===== src/hw/rtl/kmspt_pkg.sv =====
// ----------------------------------------------------------------------------
// kmspt_pkg
// Shared types and constants for the key matrix scanner and press timer.
// ----------------------------------------------------------------------------
package kmspt_pkg;

    localparam int MODE_W = 1;
    localparam int COL_W  = 3;
    localparam int TIME_W = 32;
    localparam int KIND_W = 2;
    localparam int ROW_W  = 2;
    localparam int KEY_W  = 4;
    localparam int MAP_W  = 9;

    localparam logic [MODE_W-1:0] MODE_SCAN = 1'b0;
    localparam logic [MODE_W-1:0] MODE_POLL = 1'b1;

    typedef enum logic [KIND_W-1:0] {
        KIND_ROW     = 2'd0,
        KIND_RELEASE = 2'd1,
        KIND_STATUS  = 2'd2
    } t_kind;

    typedef struct packed {
        logic [MODE_W-1:0] mode;
        logic [COL_W-1:0]  column_levels;
        logic [TIME_W-1:0] now_ms;
    } t_in_req;

    typedef struct packed {
        t_kind             kind;
        logic [ROW_W-1:0]  row_select;
        logic [KEY_W-1:0]  key_number;
        logic [TIME_W-1:0] press_duration;
        logic [TIME_W-1:0] press_start;
        logic [MAP_W-1:0]  pressed_map;
        logic              last;
    } t_out_req;

    typedef enum logic [1:0] {
        ST_IDLE,
        ST_SCAN,
        ST_WALK,
        ST_STATUS
    } t_state;

    // controller -> datapath
    typedef struct packed {
        logic upd_row;     // merge column sample, advance row
        logic latch_now;   // capture poll time, clear key index
        logic rec_press;   // store press time of current key
        logic walk_step;   // advance key index
        logic load_scan;
        logic load_event;
        logic load_status; // also commits reported map
    } t_dp_cmd;

    // datapath -> controller
    typedef struct packed {
        logic changed;
        logic key_press;
        logic key_release;
        logic walk_done;
        logic out_free;
    } t_dp_sts;

endpackage


===== src/hw/rtl/key_matrix_scan_press_timer_core.sv =====
// Scan item: row-drive result registered from the scan state once the output is free;
//   next item accepted back in idle. Poll item: walk steps one key per cycle over
//   ROWS*COLS keys, held while a release waits on the output, then a status result.
// Poll with no map change: returns straight to idle, no results.
// Reset clears row, key maps, sequencer and output valid; press times are not cleared.
// ----------------------------------------------------------------------------
// key_matrix_scan_press_timer_core
// Key matrix scanner with per-key press timing and release events.
// ----------------------------------------------------------------------------
module key_matrix_scan_press_timer_core #(
    parameter int ROWS = 3,
    parameter int COLS = 3
) (
    input  logic                i_clk,
    input  logic                i_rst_n,
    input  logic                i_in_valid,
    output logic                o_in_stall,
    input  kmspt_pkg::t_in_req  i_in,
    output logic                o_out_valid,
    input  logic                i_out_stall,
    output kmspt_pkg::t_out_req o_out
);

    kmspt_pkg::t_dp_cmd cmd;
    kmspt_pkg::t_dp_sts sts;

    kmspt_ctrl u_ctrl (
        .i_clk      (i_clk),
        .i_rst_n    (i_rst_n),
        .i_in_valid (i_in_valid),
        .i_mode     (i_in.mode),
        .i_sts      (sts),
        .o_in_stall (o_in_stall),
        .o_cmd      (cmd)
    );

    kmspt_dp #(
        .ROWS (ROWS),
        .COLS (COLS)
    ) u_dp (
        .i_clk       (i_clk),
        .i_rst_n     (i_rst_n),
        .i_in        (i_in),
        .i_cmd       (cmd),
        .i_out_stall (i_out_stall),
        .o_sts       (sts),
        .o_out_valid (o_out_valid),
        .o_out       (o_out)
    );

endmodule


===== src/hw/rtl/kmspt_ctrl.sv =====
// ----------------------------------------------------------------------------
// kmspt_ctrl
// Sequencer: scan handling, key walk on polls and result emission.
// ----------------------------------------------------------------------------
module kmspt_ctrl (
    input  logic               i_clk,
    input  logic               i_rst_n,
    input  logic               i_in_valid,
    input  logic               i_mode,
    input  kmspt_pkg::t_dp_sts i_sts,
    output logic               o_in_stall,
    output kmspt_pkg::t_dp_cmd o_cmd
);

    kmspt_pkg::t_state r_state;
    kmspt_pkg::t_state n_state;

    always_ff @(posedge i_clk) begin
        if (!i_rst_n) begin
            r_state <= kmspt_pkg::ST_IDLE;
        end else begin
            r_state <= n_state;
        end
    end

    always_comb begin
        n_state    = r_state;
        o_in_stall = 1'b1;
        o_cmd      = '0;
        unique case (r_state)
            kmspt_pkg::ST_IDLE: begin
                o_in_stall = 1'b0;
                if (i_in_valid) begin
                    if (i_mode == kmspt_pkg::MODE_SCAN) begin
                        o_cmd.upd_row = 1'b1;
                        n_state       = kmspt_pkg::ST_SCAN;
                    end else begin
                        o_cmd.latch_now = 1'b1;
                        // no change since last report: poll yields nothing
                        n_state = i_sts.changed ? kmspt_pkg::ST_WALK : kmspt_pkg::ST_IDLE;
                    end
                end
            end
            kmspt_pkg::ST_SCAN: begin
                if (i_sts.out_free) begin
                    o_cmd.load_scan = 1'b1;
                    n_state         = kmspt_pkg::ST_IDLE;
                end
            end
            kmspt_pkg::ST_WALK: begin
                if (i_sts.key_release) begin
                    if (i_sts.out_free) begin
                        o_cmd.load_event = 1'b1;
                        o_cmd.walk_step  = 1'b1;
                    end
                end else begin
                    o_cmd.rec_press = i_sts.key_press;
                    o_cmd.walk_step = 1'b1;
                end
                if (o_cmd.walk_step && i_sts.walk_done) begin
                    n_state = kmspt_pkg::ST_STATUS;
                end
            end
            kmspt_pkg::ST_STATUS: begin
                if (i_sts.out_free) begin
                    o_cmd.load_status = 1'b1;
                    n_state           = kmspt_pkg::ST_IDLE;
                end
            end
            default: n_state = kmspt_pkg::ST_IDLE;
        endcase
    end

endmodule


===== src/hw/rtl/kmspt_dp.sv =====
// ----------------------------------------------------------------------------
// kmspt_dp
// Datapath: key maps, row counter, press-time store and output register.
// ----------------------------------------------------------------------------
module kmspt_dp #(
    parameter int ROWS = 3,
    parameter int COLS = 3
) (
    input  logic                 i_clk,
    input  logic                 i_rst_n,
    input  kmspt_pkg::t_in_req   i_in,
    input  kmspt_pkg::t_dp_cmd   i_cmd,
    input  logic                 i_out_stall,
    output kmspt_pkg::t_dp_sts   o_sts,
    output logic                 o_out_valid,
    output kmspt_pkg::t_out_req  o_out
);

    localparam int NKEYS  = ROWS * COLS;
    localparam int IDX_W  = (NKEYS > 1) ? $clog2(NKEYS) : 1;
    localparam int ROW_W  = kmspt_pkg::ROW_W;
    localparam int COL_W  = kmspt_pkg::COL_W;
    localparam int TIME_W = kmspt_pkg::TIME_W;
    localparam int KEY_W  = kmspt_pkg::KEY_W;
    localparam int MAP_W  = kmspt_pkg::MAP_W;
    localparam logic [IDX_W-1:0] LAST_IDX = IDX_W'(NKEYS - 1);

    logic [ROW_W-1:0]  r_row;
    logic [ROW_W-1:0]  n_row;
    logic [NKEYS-1:0]  r_live;
    logic [NKEYS-1:0]  n_live;
    logic [NKEYS-1:0]  r_rep;
    logic [TIME_W-1:0] r_now;
    logic [IDX_W-1:0]  r_idx;
    logic [TIME_W-1:0] r_press_time [NKEYS];
    logic              r_out_valid;
    kmspt_pkg::t_out_req r_out;
    kmspt_pkg::t_out_req n_out;

    logic [ROW_W:0]        row_p1;
    logic [COLS+COL_W-1:0] pressed_ext;
    logic [IDX_W:0]        key_p1;
    logic [TIME_W-1:0]     start_ms;
    logic                  act;
    logic                  prev;

    // columns beyond the sample field read as released
    assign pressed_ext = {{COLS{1'b0}}, ~i_in.column_levels};
    assign row_p1      = {1'b0, r_row} + 1'b1;
    assign n_row       = (int'(row_p1) >= ROWS) ? '0 : row_p1[ROW_W-1:0];

    always_comb begin
        n_live = r_live;
        for (int r = 0; r < ROWS; r++) begin
            if (r_row == ROW_W'(r)) begin
                for (int c = 0; c < COLS; c++) begin
                    n_live[r*COLS + c] = pressed_ext[c];
                end
            end
        end
    end

    assign act      = r_live[r_idx];
    assign prev     = r_rep[r_idx];
    assign start_ms = r_press_time[r_idx];
    assign key_p1   = {1'b0, r_idx} + 1'b1;

    assign o_sts.changed     = (r_live != r_rep);
    assign o_sts.key_press   = act && !prev;
    assign o_sts.key_release = !act && prev;
    assign o_sts.walk_done   = (r_idx == LAST_IDX);
    assign o_sts.out_free    = !r_out_valid || !i_out_stall;

    always_ff @(posedge i_clk) begin
        if (!i_rst_n) begin
            r_row  <= '0;
            r_live <= '0;
            r_rep  <= '0;
            r_idx  <= '0;
        end else begin
            if (i_cmd.upd_row) begin
                r_live <= n_live;
                r_row  <= n_row;
            end
            if (i_cmd.latch_now) begin
                r_idx <= '0;
            end else if (i_cmd.walk_step && r_idx != LAST_IDX) begin
                r_idx <= r_idx + 1'b1;
            end
            if (i_cmd.load_status) begin
                r_rep <= r_live;
            end
        end
    end

    always_ff @(posedge i_clk) begin
        if (i_cmd.latch_now) begin
            r_now <= i_in.now_ms;
        end
        if (i_cmd.rec_press) begin
            r_press_time[r_idx] <= r_now;
        end
    end

    // output register
    always_ff @(posedge i_clk) begin
        if (!i_rst_n) begin
            r_out_valid <= 1'b0;
        end else if (i_cmd.load_scan || i_cmd.load_event || i_cmd.load_status) begin
            r_out_valid <= 1'b1;
        end else if (!i_out_stall) begin
            r_out_valid <= 1'b0;
        end
    end

    always_comb begin
        n_out = '0;
        if (i_cmd.load_scan) begin
            n_out.kind       = kmspt_pkg::KIND_ROW;
            n_out.row_select = r_row;
            n_out.last       = 1'b1;
        end else if (i_cmd.load_event) begin
            n_out.kind           = kmspt_pkg::KIND_RELEASE;
            n_out.key_number     = KEY_W'(key_p1);
            n_out.press_duration = r_now - start_ms;
            n_out.press_start    = start_ms;
        end else begin
            n_out.kind        = kmspt_pkg::KIND_STATUS;
            n_out.pressed_map = MAP_W'(r_live);
            n_out.last        = 1'b1;
        end
    end

    always_ff @(posedge i_clk) begin
        if (i_cmd.load_scan || i_cmd.load_event || i_cmd.load_status) begin
            r_out <= n_out;
        end
    end

    assign o_out_valid = r_out_valid;
    assign o_out       = r_out;

endmodule


===== config.mk =====
export PLATFORM = sky130hd
export DESIGN_NAME = key_matrix_scan_press_timer_core
export DESIGN_NICKNAME = d
export VERILOG_FILES = /design/src/hw/rtl/kmspt_pkg.sv /design/src/hw/rtl/key_matrix_scan_press_timer_core.sv /design/src/hw/rtl/kmspt_ctrl.sv /design/src/hw/rtl/kmspt_dp.sv
export SDC_FILE = /design/constraint.sdc
export NUM_CORES = 1
export LEC_CHECK = 0
export BUFFER_PORTS_ARGS = -buffer_cell sky130_fd_sc_hd__buf_4
export CORE_ASPECT_RATIO = 0.5
export CORE_UTILIZATION = 45
export DETAILED_ROUTE_END_ITERATION = 6
export SYNTH_ARGS = -nofsm -noshare
export SYNTH_HDL_FRONTEND = slang
export SYNTH_SLANG_ARGS = --single-unit
export TNS_END_PERCENT = 100

===== constraint.sdc =====
create_clock -name i_clk -period 4.25 [get_ports i_clk]
set_clock_uncertainty 0.1 [all_clocks]
set_input_delay 0.6375 -clock i_clk [delete_from_list [all_inputs] [get_ports i_clk]]
set_output_delay 0.6375 -clock i_clk [all_outputs]
set_load 0.01 [all_outputs]

==> metrics, run 1 <==
Crit. End Element=flip-flop; yosys warns=0; total grt overflow=0; Max Slew Vio Count=0; number of global-route vias before repair=10,020; largest net degree at the start of global routing=between 60 and 70; Peak VDD IR=~230 uV; Cell Chain, Critical Path=buf_12, buf_4, mux4_2, mux2i_1, nor2_1, a21oi_1, ha_1, a21o_1, a41o_1, a2bb2oi_2, nand2_2, a2111oi_4, nor4_1, or3b_1; CTS sink cnt=between 400 and 500; most area-consuming cells after synthesis=edfxtp_1 (68%), mux4_2 (8.2%), dfxtp_1 (3.5%); Post-synth EDFFs=~400; top-count cell post-synth=edfxtp_1; Bufs on Longest Clock Path=3; Worst EP arrival=4.23 ns; RR Endpoint=u_dp.o_out[72]$_SDFFCE_PP0P_; share of cells above drive strength 1=0.2526; dpl ws=-0.2337 ns; Slew HR=0.4069; drt total wl=40.06 mm; DRT Pass-1 Iters=5; post-synthesis sequential area ratio=0.7136; Initial DRC Count=805; fmax=247.2 MHz; Syn Nets=1,153; # DRC=0; fin crit period=4.046 ns; CTS clk-pin slew, worst paths=roughly 0.070 ns; Synth Instances=~1,100; largest family of logic cells by synthesized area=multiplexers; hold path depth=1; Setup TNS=0 ns; Initial Util=0.4570; period utilization=0.9520; average routed wire per standard cell=~22 um; DIE AREA=approximately 40,000 sq um; CP peak stage delay=0.50 ns; Util after Layout=0.5375; Worst R2R Path Depth=14; post-synthesis mux area share=0.1083; Slowest-stage cell, CP=mux4_2; Area growth syn-to-layout=17.63%; Post-Synth Simple-Gate Area=0.06612; FF-to-FF setup slack=a little over 0.2 ns; Die Y=between 100 and 150 um; synthesized cell area=17,790 sq um; WS Path Type=reg2reg; outcome=completed; Yosys top cell by area=edfxtp_1; Unique masters post-synth=64; worst skew pair latency=0.55 ns; FP Rows=51; post-synthesis async set-or-reset flop share=0; Die W=around 280 um; nets=1,311; GRT Total Usage=0.1994; Synth Area per Inst=16.52 sq um; Top FF cell, synth=edfxtp_1; hold path startpoint=i_in[9]; post-route ant nets=0; top cells by count, synth=edfxtp_1 (402), nor2_1 (132), mux4_2 (65); vias per cell=5.506; Power Density=419.2 nW/um^2; core area=between 30,000 and 40,000 sq um; htree depth=2; CP startpoint kind=flip-flop; final worst slack=between 0.2 and 0.25 ns; CTS tree=done; post-DP HPWL=24.71 mm; Hold Violations, Final=0; synthesis-stage register bit count=433; wire length of the first global-routing pass=59.99 mm; xor and xnor area share after synthesis=0.01231; CTS Buf Count=39; Final setup viols=0; detailed-route via count=approximately 9,900; max-cap violations=0; complex-gate fraction of the synthesized area=0.05761; worst-case hold path end point=u_dp.r_now[9]$_DFFE_PP_; post-synthesis adder-cell area fraction=0.02575; Root Buffer Master=clkbuf_16; # IOs=around 120; Hold Crit Class=in2reg; share of the synthesized area in the top cell type=0.6787; critical-path maximum fanout=15; antenna violations before repair=0; RSZ-0062 raised after global routing=true; P_leak=7.132 nW; IO buf count=123; CTS Hold Bufs=0; worst path required time=around 4.4 ns; gpl congestion=0.8803; Worst-Margin Slew=0.8876 ns
==> worst max path at each step <==
stage,from,endpoint,slack [ns],cells after the start
after global placement,flip-flop,u_dp.o_out[71]$_SDFFCE_PP0P_,-0.17,15
after CTS,flip-flop,u_dp.o_out[71]$_SDFFCE_PP0P_,0.03,15
final,flip-flop,u_dp.o_out[72]$_SDFFCE_PP0P_,0.20,14
after detailed placement,flip-flop,u_dp.o_out[71]$_SDFFCE_PP0P_,-0.23,15
after floorplan,u_dp.r_idx[0]$_SDFFE_PP0P_,u_dp.r_press_time[0][0]$_DFFE_PP_,-0.06,8
after global routing,flip-flop,u_dp.o_out[72]$_SDFFCE_PP0P_,-0.04,15
==> metrics by stage <==
stage               power, mW  area, sq um  hold slack, ns  instances
finish                  8.771        20920          0.1682       1794
global route            9.047        20920          0.1463       1793
CTS                     8.845        20840          0.1444       1791
detailed placement      5.389        19620          0.4379       1722
global placement        5.375        19620          0.4286       1722
floorplan               5.179        17790          0.4012       1077
==> state kept, by name, summed over array words and instances (netlist names), 2 cells and up, named ones only <==
name	cells
u_ctrl.r_state	2
u_dp.o_out	82
u_dp.r_idx	4
u_dp.r_live	9
u_dp.r_now	32
u_dp.r_press_time	288
u_dp.r_rep	9
u_dp.r_row	2
==> routing by layer <==
layer	up-vias	GRT usage	share of wire
met1	5096	0.2827	0.46
met2	233	0.3264	0.48
met3	45	0.03141	0.046
met4	0	0.04666	0.014
met5	-	0	0
li1	4504	-	-
==> cells by family (layout without fill, tap and decap cells) <==
logic type,Yosys count,in the layout
XOR/XNOR,25,25
multiplexers,111,111
other,0,1
adder cells (fa/ha/maj),36,36
flip-flops,433,433
AND/OR/NAND/NOR,251,251
AO/OA/AOI/OAI,158,158
buffers and inverters,63,249
==> cell usage in the layout, fill, tap and decap left out, drive strengths merged, types with 3 or more instances in the layout <==
master,instances
nand2,28
clkbuf,49
a21oi,58
mux4,65
a21boi,6
inv,23
clkinv,14
nor3b,10
o211ai,3
bufinv,4
a31oi,7
nand4,4
nand2b,3
a211oi,11
o21a,8
o21ai,29
nand3,10
o2111ai,3
buf,158
or3b,3
nor3,21
and3,4
a21o,14
ha,35
edfxtp,402
nor2,133
xnor2,14
nor2b,6
mux2i,45
o211a,3
xor2,11
and2,19
dfxtp,31
==> worst max-delay path: cells and delay by family, from the launching register on <==
family,cells,cell delay (ns)
DFF,1,0.40
buffers and inverters,2,0.39
AOI/OAI and AO/OA,5,1.22
and+or+nand+nor,4,0.65
muxes,2,0.66
adders and majority gates,1,0.35
==> area by class of cell <==
type	count	area (sq um)
Tap cell	530	663.1
Inverter	22	82.58
Multi-Input combinational cell	581	4951
Antenna cell	1	2.502
Clock inverter	20	198.9
Timing Repair Buffer	158	1303
Clock buffer	49	1023
Sequential cell	433	12700
Fill cell	3167	18000
==> repair_timing <==
action | CTS | global route
gates cloned | 0 | 0
resized for setup | 2 | 15
buffers inserted | 0 | 2
pin swaps | 0 | 1
setup endpoints to repair | 3 | 13
==> where the power goes <==
group	switching, mW	total, mW	internal [mW]
clock	1.52	3.47	1.95
combinational	0.285	0.518	0.233
sequential	0.0671	4.78	4.72
total	1.87	8.77	6.90
No activity file was read; power rests on OpenSTA's default activity.
==> run 2: changes to the inputs <==
--- a/config.mk
+++ b/config.mk
@@ -6,9 +6,12 @@
 export NUM_CORES = 1
 export LEC_CHECK = 0
 export BUFFER_PORTS_ARGS = -buffer_cell sky130_fd_sc_hd__buf_4
+export CELL_PAD_IN_SITES_DETAIL_PLACEMENT = 1
+export CELL_PAD_IN_SITES_GLOBAL_PLACEMENT = 1
 export CORE_ASPECT_RATIO = 0.5
 export CORE_UTILIZATION = 45
 export DETAILED_ROUTE_END_ITERATION = 6
+export PLACE_DENSITY_LB_ADDON = 0.08
 export SYNTH_ARGS = -nofsm -noshare
 export SYNTH_HDL_FRONTEND = slang
 export SYNTH_SLANG_ARGS = --single-unit
==> metrics, run 2 (same netlist as run 1, synthesis figures left out) <==
FF-to-FF setup slack=0.23 ns; fin crit period=4.023 ns; share of cells above drive strength 1=0.2709; grt peak-use layer=met2; CTS sink cnt=433; CP startpoint kind=flip-flop; Crit. End Element=flip-flop; Setup TNS=0 ns; grt met1 use=0.3063; Power Density=427.5 nW/um^2; cell family with the largest share of critical-path delay=compound AO/OA/AOI/OAI gates; worst skew pair latency=between 0.5 and 0.6 ns; GR Util met3=0.03317; nets=about 1,300; DRT Pass-1 Iters=5; # IOs=between 100 and 150; Cell Chain, Critical Path=buf_4, mux4_2, mux2i_1, o21ai_0, ha_2, fa_1, nor2b_2, o2111ai_2, a21boi_2, o2111ai_1, nand2_2, a2111oi_4, o21ai_0, or3b_1; Hold Violations, Final=0; drt total wl=about 43 mm; Final setup viols=0; Buffers & Inverters on Critical Path=1; detailed-route via count=9,986; total grt overflow=0; most frequent cells in the layout=edfxtp_1 (402), buf_4 (171), nor2_1 (125), mux4_2 (65), a21oi_1 (50); htree depth=2; Slowest-stage cell, CP=mux4_2; P_leak=7.269 nW; met2 GRT Util=0.3617; GRT Total Usage=0.2181; antenna cells=0; post-DP HPWL=around 27 mm; Initial Util=0.4570; CTS clk-pin slew, worst paths=0.07 ns; Bufs on Longest Clock Path=3; CP peak stage delay=0.51 ns; IO buf count=between 100 and 150; RSZ-0062 raised after global routing=false; Hold Crit Class=in2reg; multi-input logic area=a little under 5000 sq um; hold_ws=0.1662 ns; outcome=completed; vias per cell=roughly 5.5; CTS Buf Count=40; Root Buffer Master=clkbuf_16; # DRC=0; number of flip-flops in the largest register=288; max-cap violations=0; register area=12,700 sq um; fmax=~250 MHz; post-route ant nets=0; WS Path Type=reg2reg; gpl congestion=0.7769; critical-path maximum fanout=6; number of global-route vias before repair=~11,000; Peak VDD IR=about 240 uV; CTS tree=done; FP Rows=51; worst path required time=approximately 4.5 ns; Initial DRC Count=673; Max Slew Vio Count=0; CP most frequent cell=o21ai_0; Final Cell Area=~21,000 sq um; Area growth syn-to-layout=18.72%; Worst EP arrival=roughly 4.2 ns; wire length of the first global-routing pass=65.64 mm; DIE AREA=roughly 40,000 sq um; antenna violations before repair=0; CTS Hold Bufs=0; Die Y=142.6 um; Worst-Margin Slew=0.8959 ns; period utilization=0.9467; average routed wire per standard cell=24.00 um; core area=38,920 sq um; Top reg by flops=u_dp.r_press_time; Die W=around 280 um; largest net degree at the start of global routing=70; Slew HR=0.4014; Fillers=between 3,000 and 4,000; most common cell after layout, fill and taps aside=edfxtp_1; Cell Area, Placed=between 15,000 and 20,000 sq um
run 2: cell type report:
cell class / instances / area share
inverter: 22 / 0.003911
clock inverter: 21 / 0.01250
tap: 530 / 0.03140
sequential: 433 / 0.6014
multi-input combinational: 581 / 0.2339
timing repair buffer: 178 / 0.06737
clock buffer: 46 / 0.04948
run 2: what timing repair did:
action                                  in CTS  in global routing
resized for setup                            0                 24
buffers inserted                             0                  8
endpoints found under the setup margin       0                 15
run 2: worst register-to-register path: cells and delay by family, from the launching register on:
family | cells | cell delay [ns]
compound gates | 6 | 0.98
flops | 1 | 0.43
fa+ha+maj | 2 | 0.70
buf+inv | 1 | 0.18
mux | 2 | 0.67
simple gates | 3 | 0.72
run 2: report_power, final:
| group | leakage, nW | switching, mW | internal, mW | total [mW] |
|---|---|---|---|---|
| registers | 3.95 | 0.0677 | 4.71 | 4.78 |
| logic | 2.68 | 0.295 | 0.247 | 0.542 |
| clock network | 0.641 | 1.57 | 2.13 | 3.70 |
run 2: final timing paths:
kind | cells after the start | end | start
setup / recovery | 14 | u_dp.o_out[72]$_SDFFCE_PP0P_ | flip-flop
hold / removal | 1 | u_dp.r_now[26]$_DFFE_PP_ | i_in[26]
setup reg to reg | 14 | u_dp.o_out[72]$_SDFFCE_PP0P_ | flip-flop
hold reg to reg | 2 | u_dp.r_rep[5]$_SDFFE_PN0P_ | u_dp.r_rep[5]$_SDFFE_PN0P_
run 2: routing by layer:
metal	wire length (um)	up-vias
li1	-	4542
met1	20240	5186
met2	20860	202
met3	1674	56
met4	689	0
met5	0	-
run 2: through the flow:
step / utilization / cells / power [mW] / setup slack, ns
finish: 0.5425 / 1811 / 9.028 / 0.2266
global route: 0.5425 / 1811 / 9.312 / 0.0006484
CTS: 0.5385 / 1803 / 9.104 / 0.009718
detailed placement: 0.5049 / 1736 / 5.408 / 0.03742
global placement: 0.5049 / 1736 / 5.389 / 0.07507
floorplan: - / 1077 / 5.179 / -0.05697
==> run 3: changes to the inputs <==
--- a/config.mk
+++ b/config.mk
@@ -11,7 +11,7 @@
 export CORE_ASPECT_RATIO = 0.5
 export CORE_UTILIZATION = 45
 export DETAILED_ROUTE_END_ITERATION = 6
-export PLACE_DENSITY_LB_ADDON = 0.08
+export PLACE_DENSITY = 0.84
 export SYNTH_ARGS = -nofsm -noshare
 export SYNTH_HDL_FRONTEND = slang
 export SYNTH_SLANG_ARGS = --single-unit
==> metrics, run 3 (same netlist as run 1, synthesis figures left out) <==
failing checks=negative setup slack; Psw=between 1.5 and 2 mW; nets=1,337; number of flip-flops in the largest register=roughly 290; most frequent cells in the layout=edfxtp_1 (402), buf_4 (168), nor2_1 (124), mux4_2 (65), clkbuf_16 (44); P_leak=~7.3 nW; Slew HR=0.2856; Clock power frac=0.394; Reg power frac=0.535; CTS Hold Bufs=0; final worst slack=-0.07120 ns; drt total wl=50.55 mm; power share of the combinational group=0.071; Final setup viols=3; CP startpoint kind=flip-flop; htree depth=2; Top reg by flops=u_dp.r_press_time; Bufs on Longest Clock Path=3; DRT Pass-1 Iters=6; Die Y=around 140 um; Root Buffer Master=clkbuf_16; DR WL met3=2.787 mm; largest net degree at the start of global routing=39; WS Path Type=reg2reg; IO buf count=123; average routed wire per standard cell=27.79 um; Net Sw Frac=0.2218; Setup TNS=-0.09897 ns; # DRC=0; Power Density=417.8 nW/um^2; wire length of the first global-routing pass=a little over 70 mm; detailed-route via count=10,790; top sig layer=met4; Cell Area, Placed=around 20,000 sq um; Hold Crit Class=in2reg; Crit. End Element=flip-flop; antenna cells=0; DIE AREA=40,370 sq um; total grt overflow=0; worst path required time=4.45 ns; max-cap violations=0; Hold Violations, Final=0; gpl congestion=roughly 0.85; FP Rows=51; CTS sink cnt=433; Fillers=3,636; GRT Total Usage=0.2354; fmax=about 230 MHz; worst skew pair latency=about 0.56 ns; core area=~39,000 sq um; share of cells above drive strength 1=0.2964; P_int=6.969 mW; most common cell after layout, fill and taps aside=edfxtp_1; Util after Layout=0.5508; Worst EP arrival=4.52 ns; CTS clk-pin slew, worst paths=0.07 ns; wire length on met1=19.58 mm; number of global-route vias before repair=~12,000; Final Cell Area=~21,000 sq um; post-route ant nets=0; Max Slew Vio Count=0; Initial Util=0.4570; WL met2=26.58 mm; post-DP HPWL=around 30 mm; RSZ-0062 raised after global routing=true; critical-path maximum fanout=8; CTS tree=done; fin crit period=4.321 ns; Area growth syn-to-layout=20.53%; outcome=finished with violations; antenna violations before repair=0; Peak VDD IR=about 250 uV; # IOs=124; vias per cell=5.933; hold path startpoint=i_in[5]; Die W=283.2 um; CTS Buf Count=40; Initial DRC Count=949; Worst-Margin Slew=1.069 ns; period utilization=1.017
-- run 3: power groups by stage --
stage          sequential (mW)  clock, mW  combinational [mW]
2_1_floorplan             4.87          0               0.310
3_3_place_gp              4.86          0               0.511
3_5_place_dp              4.88          0               0.546
4_1_cts                   4.78       3.54               0.574
5_1_grt                   4.79       3.68               0.668
6_report                  4.79       3.53               0.636
-- run 3: cell type report --
type                    instances  area [sq um]  area share
clock inverters                16         160.2    0.007470
clock buffers                  54          1085     0.05060
flip-flops and latches        433         12700      0.5924
repair buffers                183          1583     0.07383
well taps                     530         663.1     0.03093
inverters                      22         82.58    0.003852
multi-input cells             581          5166      0.2410
-- run 3: path summary, 6_finish.rpt --
path                                                      to  slack [ns]  depth (start not counted)
worst min-delay path                 u_dp.r_now[5]$_DFFE_PP_        0.16                          1
worst max-delay path            u_dp.o_out[61]$_SDFFCE_PP0P_       -0.07                         15
worst max register to register  u_dp.o_out[61]$_SDFFCE_PP0P_       -0.07                         15
worst min register to register    u_dp.r_rep[3]$_SDFFE_PN0P_        0.45                          2
-- run 3: per-layer routing --
layer,global-route usage,up-vias
met5,0,-
met4,0.09104,0
met3,0.03125,110
met2,0.4309,459
met1,0.2855,5660
li1,-,4563
-- run 3: metrics by stage --
stage                     cells  total power, mW  setup slack (ns)  hold slack [ns]
after floorplan            1077            5.179          -0.05697           0.4012
after global placement     1733            5.375          -0.07659           0.4222
after detailed placement   1733            5.422           -0.5058           0.4434
after CTS                  1806            8.900           0.05126           0.1487
after global routing       1819            9.145           -0.1804           0.1466
final                      1819            8.956          -0.07120           0.1563
-- run 3: what timing repair did --
item                                    4_1_cts  5_1_grt
setup buffers                                 2       10
gates resized for setup                      14       53
cloned                                        1        3
pin swaps                                     0       11
endpoints found under the hold margin         0        0
endpoints found under the setup margin       11       12
-- run 3: worst max-delay path, stage by stage, from the launching register on --
cell and delay, ns:
dfxtp_4 0.51, clkbuf_16 0.23, buf_12 0.11, mux4_2 0.48, mux2i_1 0.21, nor2_1 0.07
a21oi_2 0.22, ha_4 0.19, o21ai_0 0.13, o211a_1 0.26, o211a_1 0.30, a21o_1 0.28
a211oi_1 0.36, o211ai_1 0.21, a21boi_0 0.30, nor3_1 0.09
